File: src/design/cpc_pkg.sv
// Shared types and constants for the cyclic polynomial convolution block.
// No dependencies; every other design file but cpc_chan_if refers to this package by scope.
package cpc_pkg;

   localparam int COEFF_W    = 16;
   localparam int INDEX_W    = 10;
   localparam int TERM_W     = 11;
   localparam int CSR_DATA_W = 16;
   localparam int CSR_IDX_W  = 1;

   // configuration register indexes
   localparam logic [CSR_IDX_W-1:0] REG_MODULUS    = 1'd0;
   localparam logic [CSR_IDX_W-1:0] REG_TERM_COUNT = 1'd1;

   localparam logic [COEFF_W-1:0] MODULUS_RESET    = 16'd2048;
   localparam logic [TERM_W-1:0]  TERM_COUNT_RESET = 11'd509;

   // item operation codes
   localparam logic OP_LOAD  = 1'b0;
   localparam logic OP_FETCH = 1'b1;

   // remainder unit operand select
   localparam logic [1:0] DIV_SRC_A   = 2'd0;
   localparam logic [1:0] DIV_SRC_B   = 2'd1;
   localparam logic [1:0] DIV_SRC_ACC = 2'd2;

   typedef struct packed {
      logic               operation;
      logic [COEFF_W-1:0] a_coeff;
      logic [COEFF_W-1:0] b_coeff;
   } req_item_type;

   typedef struct packed {
      logic [COEFF_W-1:0] coefficient;
      logic [INDEX_W-1:0] index;
      logic               last;
   } rsp_item_type;

   // controller -> datapath
   typedef struct packed {
      logic       op_we;        // write both operand stores
      logic       op_wsel_red;  // write reduced values instead of item payload
      logic       op_rd;        // read both operand stores
      logic       mac_issue;    // operand read feeds the multiply-accumulate
      logic       acc_clr;
      logic       div_start;
      logic [1:0] div_src;
      logic       cap_a;        // hold reduced first operand
      logic       q_latch;
      logic       p_we;
      logic       p_rd;
      logic       rsp_load;
      logic       rsp_last;
   } cmd_type;

   // datapath -> controller
   typedef struct packed {
      logic div_done;
      logic rsp_free;
   } status_type;

endpackage

File: src/design/cpc_ctrl.sv
// Controller: load/fetch bookkeeping and the sequencer for operand reduction,
// slot-by-slot accumulation and final reduction. Depends on cpc_pkg.
module cpc_ctrl #(
   parameter int MAX_TERMS = 1024,
   localparam int AddrW = (MAX_TERMS > 1) ? $clog2(MAX_TERMS) : 1,
   localparam int CntW  = $clog2(MAX_TERMS + 1)
) (
   input  logic                        clock,
   input  logic                        reset,
   input  logic                        req_valid,
   input  logic                        req_operation,
   output logic                        req_ready,
   input  logic [cpc_pkg::TERM_W-1:0]  term_count,
   output cpc_pkg::cmd_type            cmd,
   input  cpc_pkg::status_type         stat,
   output logic [AddrW-1:0]            op_waddr,
   output logic [AddrW-1:0]            a_raddr,
   output logic [AddrW-1:0]            b_raddr,
   output logic [AddrW-1:0]            p_addr,
   output logic [cpc_pkg::INDEX_W-1:0] rsp_index
);

   localparam int IndexW = cpc_pkg::INDEX_W;

   localparam logic [3:0] S_IDLE      = 4'd0;
   localparam logic [3:0] S_FETCH     = 4'd1;
   localparam logic [3:0] S_RED_RD    = 4'd2;
   localparam logic [3:0] S_RED_DA    = 4'd3;
   localparam logic [3:0] S_RED_WA    = 4'd4;
   localparam logic [3:0] S_RED_WB    = 4'd5;
   localparam logic [3:0] S_MAC       = 4'd6;
   localparam logic [3:0] S_DRAIN1    = 4'd7;
   localparam logic [3:0] S_DRAIN2    = 4'd8;
   localparam logic [3:0] S_ACC_START = 4'd9;
   localparam logic [3:0] S_ACC_WAIT  = 4'd10;

   logic [3:0]       state_ff, state_in;
   logic [AddrW-1:0] load_pos_ff, load_pos_in;
   logic [AddrW-1:0] fetch_pos_ff, fetch_pos_in;
   logic             ready_ff, ready_in;
   logic [CntW-1:0]  len_ff, len_in;
   logic [AddrW-1:0] i_ff, i_in;
   logic [AddrW-1:0] j_ff, j_in;
   logic [AddrW-1:0] k_ff, k_in;
   logic [AddrW-1:0] fetch_idx_ff, fetch_idx_in;
   logic             fetch_last_ff, fetch_last_in;

   logic [CntW-1:0]  n_eff;
   logic             accept;
   logic             i_last, k_last;
   logic [AddrW-1:0] load_pos_eff;
   logic [CntW-1:0]  load_next;
   logic [CntW-1:0]  fetch_next;
   logic             fetch_final;
   logic [AddrW-1:0] j_dec;

   // term count clamped to 1..MAX_TERMS
   always_comb begin
      if (term_count == '0) begin
         n_eff = CntW'(1);
      end else if (32'(term_count) > 32'(MAX_TERMS)) begin
         n_eff = CntW'(MAX_TERMS);
      end else begin
         n_eff = CntW'(term_count);
      end
   end

   always_comb begin
      accept       = req_valid && (state_ff == S_IDLE);
      i_last       = (CntW'(i_ff) + CntW'(1)) == len_ff;
      k_last       = (CntW'(k_ff) + CntW'(1)) == len_ff;
      load_pos_eff = ready_ff ? '0 : load_pos_ff;
      load_next    = CntW'(load_pos_eff) + CntW'(1);
      fetch_next   = CntW'(fetch_pos_ff) + CntW'(1);
      fetch_final  = (fetch_next >= len_ff);
      j_dec        = (j_ff == '0) ? AddrW'(len_ff - CntW'(1)) : j_ff - AddrW'(1);
   end

   always_comb begin
      state_in      = state_ff;
      load_pos_in   = load_pos_ff;
      fetch_pos_in  = fetch_pos_ff;
      ready_in      = ready_ff;
      len_in        = len_ff;
      i_in          = i_ff;
      j_in          = j_ff;
      k_in          = k_ff;
      fetch_idx_in  = fetch_idx_ff;
      fetch_last_in = fetch_last_ff;
      cmd           = '0;
      cmd.rsp_last  = fetch_last_ff;
      req_ready     = 1'b0;
      op_waddr      = i_ff;
      a_raddr       = i_ff;
      b_raddr       = i_ff;
      p_addr        = k_ff;

      case (state_ff)
         S_IDLE: begin
            req_ready = 1'b1;
            if (accept) begin
               if (req_operation == cpc_pkg::OP_LOAD) begin
                  // a load drops any finished product
                  cmd.op_we = 1'b1;
                  op_waddr  = load_pos_eff;
                  ready_in  = 1'b0;
                  if (ready_ff) begin
                     fetch_pos_in = '0;
                  end
                  if (load_next >= n_eff) begin
                     load_pos_in = '0;
                     len_in      = n_eff;
                     cmd.q_latch = 1'b1;
                     i_in        = '0;
                     state_in    = S_RED_RD;
                  end else begin
                     load_pos_in = AddrW'(load_next);
                  end
               end else if (ready_ff) begin
                  cmd.p_rd      = 1'b1;
                  p_addr        = fetch_pos_ff;
                  fetch_idx_in  = fetch_pos_ff;
                  fetch_last_in = fetch_final;
                  fetch_pos_in  = fetch_final ? '0 : AddrW'(fetch_next);
                  state_in      = S_FETCH;
               end
            end
         end
         S_FETCH: begin
            if (stat.rsp_free) begin
               cmd.rsp_load = 1'b1;
               state_in     = S_IDLE;
            end
         end
         S_RED_RD: begin
            cmd.op_rd = 1'b1;
            state_in  = S_RED_DA;
         end
         S_RED_DA: begin
            cmd.div_start = 1'b1;
            cmd.div_src   = cpc_pkg::DIV_SRC_A;
            state_in      = S_RED_WA;
         end
         S_RED_WA: begin
            if (stat.div_done) begin
               cmd.cap_a     = 1'b1;
               cmd.div_start = 1'b1;
               cmd.div_src   = cpc_pkg::DIV_SRC_B;
               state_in      = S_RED_WB;
            end
         end
         S_RED_WB: begin
            if (stat.div_done) begin
               cmd.op_we       = 1'b1;
               cmd.op_wsel_red = 1'b1;
               if (i_last) begin
                  i_in        = '0;
                  j_in        = '0;
                  k_in        = '0;
                  cmd.acc_clr = 1'b1;
                  state_in    = S_MAC;
               end else begin
                  i_in     = i_ff + AddrW'(1);
                  state_in = S_RED_RD;
               end
            end
         end
         S_MAC: begin
            // slot k gathers a[i] * b[(k - i) mod n]
            cmd.op_rd     = 1'b1;
            cmd.mac_issue = 1'b1;
            b_raddr       = j_ff;
            if (i_last) begin
               state_in = S_DRAIN1;
            end else begin
               i_in = i_ff + AddrW'(1);
               j_in = j_dec;
            end
         end
         S_DRAIN1: begin
            state_in = S_DRAIN2;
         end
         S_DRAIN2: begin
            state_in = S_ACC_START;
         end
         S_ACC_START: begin
            cmd.div_start = 1'b1;
            cmd.div_src   = cpc_pkg::DIV_SRC_ACC;
            state_in      = S_ACC_WAIT;
         end
         S_ACC_WAIT: begin
            if (stat.div_done) begin
               cmd.p_we = 1'b1;
               if (k_last) begin
                  ready_in     = 1'b1;
                  fetch_pos_in = '0;
                  state_in     = S_IDLE;
               end else begin
                  k_in        = k_ff + AddrW'(1);
                  j_in        = k_ff + AddrW'(1);
                  i_in        = '0;
                  cmd.acc_clr = 1'b1;
                  state_in    = S_MAC;
               end
            end
         end
         default: begin
            state_in = S_IDLE;
         end
      endcase
   end

   always_ff @(posedge clock) begin
      if (reset) begin
         state_ff     <= S_IDLE;
         load_pos_ff  <= '0;
         fetch_pos_ff <= '0;
         ready_ff     <= 1'b0;
         len_ff       <= '0;
         i_ff         <= '0;
         j_ff         <= '0;
         k_ff         <= '0;
      end else begin
         state_ff     <= state_in;
         load_pos_ff  <= load_pos_in;
         fetch_pos_ff <= fetch_pos_in;
         ready_ff     <= ready_in;
         len_ff       <= len_in;
         i_ff         <= i_in;
         j_ff         <= j_in;
         k_ff         <= k_in;
      end
   end

   always_ff @(posedge clock) begin
      fetch_idx_ff  <= fetch_idx_in;
      fetch_last_ff <= fetch_last_in;
   end

   assign rsp_index = IndexW'(fetch_idx_ff);

endmodule

File: config.mk
export PLATFORM = sky130hd
export DESIGN_NAME = cpc_ctrl
export DESIGN_NICKNAME = d
export VERILOG_FILES = /design/src/design/cpc_pkg.sv /design/src/design/cpc_ctrl.sv
export SDC_FILE = /design/constraint.sdc
export NUM_CORES = 1
export LEC_CHECK = 0
export BUFFER_PORTS_ARGS = -buffer_cell sky130_fd_sc_hd__buf_2
export CORE_MARGIN = 3
export CORE_UTILIZATION = 39
export CTS_BUF_LIST = sky130_fd_sc_hd__clkbuf_16
export DETAILED_ROUTE_END_ITERATION = 8
export GPL_ROUTABILITY_DRIVEN = 1
export PLACE_DENSITY = 0.61
export SLEW_MARGIN = 30
export SYNTH_ARGS = -nofsm -noshare
export SYNTH_HDL_FRONTEND = slang
export SYNTH_SLANG_ARGS = --single-unit
File: constraint.sdc
create_clock -name clock -period 4.7 [get_ports clock]
set_clock_uncertainty 0.1 [all_clocks]
set_input_delay 0.47 -clock clock [delete_from_list [all_inputs] [get_ports clock]]
set_output_delay 0.47 -clock clock [all_outputs]
set_load 0.1 [all_outputs]
==> impl_results.md <==
- Status: finished clean
- Max cap viols: 0
- Postcts setup bufs: 0
- Die Y: 132 µm
- H-tree lvl count: 3
- CP Capture Type: output pin
- Total core area: 0.0154 mm²
- Sum of negative setup slack: 0 ns
- Syn_nets: 848
- Clk_lat worst skew: 0.35 ns
- Share of layout cells above drive strength 1: 15.9%
- PnR Total Power: 1.52 mW
- Seq/Total Area, Yosys: 26.7%
- All-layer global routing usage: 22.6%
- Crit-path max FO: 15
- RSZ-0062 raised after global routing: no
- Syn avg cell area: 7.69 µm²
- Pwr per Cell Area: 218 mW/mm²
- Placer's final routability congestion estimate: 0.912
- Row count: 45
- Die ar.: 0.0174 mm²
- Worst hold margin: 0.379 ns
- Antenna cell count: 0
- Synth Instances: 804
- Flops & latches, synth: 77
- Main synth FF type: dfxtp_1
- Pre-Repair DR Iteration Count: 8
- Arrival @ worst endpoint: 3.66 ns
- Crit path launch type: flop
- Slew Viols, Final: 0
- Avg WL per Cell: 19.2 µm
- Period utilization: 90.1%
- Mapped Area: 0.00618 mm²
- Dpl hpwl: 14.8 mm
- CTS tree: done
- Number of synthesized flops with an enable pin: 11
- Routed WL: 20.4 mm
- Minimum clock period: 4.23 ns
- Global-route wire length before repair: 31.9 mm
- Setup Viol. Count Final: 0
- Net count reported at finish: 890
- Post-synth top area share: 21.4%
- Maximum vdd drop: 160 µV
- Initial antenna violation count: 0
- Synth Warn #: 0
- Initial Utilization: 40.2%
- CP Class: reg -> out
- Synth cell types: 79
- Routed vias: 6347
- Layout area overhead: 12.5%
- Antenna Nets Post-Route: 0
- Hold-fix buffers, CTS: 0
- Worst Tran Pin Value: 0.909 ns
- Fmax: 0.236 GHz
- Clock sinks: 77
- DRC viols: 0
- Vias in the first global route: 5640
- Fin. Hold Viols: 0
- Resize count post-CTS: 0
- # port buffers: 81
- DRT iter0 DRCs: 815
- CTS max path bufs: 2
- FFs w/ async S/R, synth: 0%
- Hold Crit Class: reg -> reg
- CTS buffer count: 9
- Largest net degree at the start of global routing: 41
- Worst-path clk slew: 0.06 ns
- Die W: 132 µm
- Clock Root Buffer: clkbuf_16
- Relative max-transition margin: 39.4%
- Final instance area: 0.00695 mm²
- Synth area leader: dfxtp_1
- Leak: 2.90 nW
- Worst Path Required: 4.13 ns
- Ranking of synthesized cells by area: dfxtp_1 (21%), nand2_1 (6.1%), ha_1 (5.5%)
- GRT overflow: 0
- Vias per cell: 5.98
- Ports: 82
- Placed cell area: 0.00667 mm²
[synth_stat cells (4+ instances only)]
| cell type | n |
|---|---|
| a2111oi_0 | 7 |
| a211oi_1 | 6 |
| a21o_1 | 6 |
| a21oi_1 | 51 |
| a221oi_1 | 7 |
| a311oi_1 | 4 |
| and2_1 | 13 |
| and3_1 | 7 |
| and4_1 | 7 |
| buf_2 | 19 |
| clkbuf_1 | 41 |
| dfxtp_1 | 66 |
| edfxtp_1 | 11 |
| ha_1 | 27 |
| inv_1 | 30 |
| mux2_2 | 10 |
| mux2i_1 | 5 |
| nand2_1 | 100 |
| nand2b_1 | 14 |
| nand3_1 | 41 |
| nand3b_1 | 6 |
| nand4_1 | 20 |
| nor2_1 | 45 |
| nor2b_1 | 5 |
| nor3_1 | 20 |
| nor4_1 | 9 |
| o211ai_1 | 7 |
| o21ai_0 | 49 |
| o22ai_1 | 11 |
| o311a_1 | 7 |
| o31ai_1 | 12 |
| o32ai_1 | 6 |
| or2_2 | 6 |
| or3_1 | 10 |
| or4_1 | 4 |
| xnor2_1 | 29 |
| xor2_1 | 20 |
[layout by cell type (no fill, tap or decap), types with 7 or more instances in the layout]
| master | n |
|---|---|
| a2111oi_0 | 7 |
| a21oi_1 | 51 |
| a221oi_1 | 7 |
| and2_1 | 13 |
| and3_1 | 7 |
| and4_1 | 7 |
| buf_2 | 81 |
| buf_4 | 14 |
| clkbuf_16 | 9 |
| dfxtp_1 | 66 |
| edfxtp_1 | 11 |
| ha_1 | 27 |
| inv_1 | 35 |
| mux2_2 | 10 |
| nand2_1 | 100 |
| nand2b_1 | 14 |
| nand3_1 | 41 |
| nand4_1 | 20 |
| nor2_1 | 45 |
| nor3_1 | 20 |
| nor4_1 | 9 |
| o211ai_1 | 7 |
| o21ai_0 | 46 |
| o22ai_1 | 11 |
| o311a_1 | 7 |
| o31ai_1 | 12 |
| or3_1 | 10 |
| xnor2_1 | 29 |
| xor2_1 | 20 |
[cells by family after synthesis]
family	share of synthesized area, %
simple gates	26.7
xor+xnor	8.04
compound gates	24.0
fa+ha+maj	5.47
flops	26.7
mux	2.63
buf+inv	6.42
[per-stage QoR]
stage / instances / util [%] / setup WS (ns)
final: 1062 / 45.2 / 0.466
after global routing: 1062 / 45.2 / 0.284
after CTS: 1062 / 45.2 / 0.526
after detailed placement: 1046 / 43.4 / 0.916
after global placement: 1046 / 43.4 / 0.930
after floorplan: 804 / - / -0.349
[power by group]
group          internal [mW]  switching, mW
Sequential             0.670         0.0109
Combinational         0.0442          0.124
Clock                  0.400          0.269
Total                   1.11          0.403
[area by class of cell]
cell class              count  area (µm²)
clock buffers               9         225
multi-input cells         632        4130
well taps                 211         264
fillers                  1587        8420
repair buffers             95         510
flip-flops and latches     77        1650
clock inverters             7        53.8
inverters                  31         116
[worst paths after layout]
path                           startpoint                      endpoint  slack [ns]  cells past startpoint
max               a_raddr[1]$_SDFFE_PP0P_                        cmd[9]        0.47                      9
min           load_pos_ff[1]$_SDFFE_PP0P_   load_pos_ff[1]$_SDFFE_PP0P_        0.38                      2
max reg2reg  fetch_pos_ff[0]$_SDFFE_PP0P_  fetch_pos_ff[8]$_SDFFE_PP0P_        1.02                     11
min reg2reg   load_pos_ff[1]$_SDFFE_PP0P_   load_pos_ff[1]$_SDFFE_PP0P_        0.38                      2
[critical path, stage by stage (launching register included)]
cell and delay (ns):
dfxtp_1 0.57, ha_1 0.36, nand3_1 0.16, a32oi_1 0.23
o2111ai_1 0.19, nor4_4 0.59, nand4_1 0.16, buf_4 0.23
nand2_1 0.30, buf_2 0.50
[state kept, by name, summed over array words and instances, names as in the netlist]
register / cells
state_ff: 4
len_ff: 11
fetch_last_ff: 1
load_pos_ff: 10
a_raddr: 10
j_ff: 10
ready_ff: 1
k_ff: 10
rsp_index: 10
fetch_pos_ff: 10
[routing by layer]
| metal | share of wire, % | track usage (%) | routed length [µm] |
|---|---|---|---|
| met1 | 47 | 33.4 | 9690 |
| met3 | 6.6 | 3.51 | 1350 |
| met5 | 0 | 0 | 0 |
| met2 | 45 | 34.5 | 9090 |
| met4 | 1.4 | 5.48 | 277 |
Note: power is estimated with default switching activity, not from simulation.
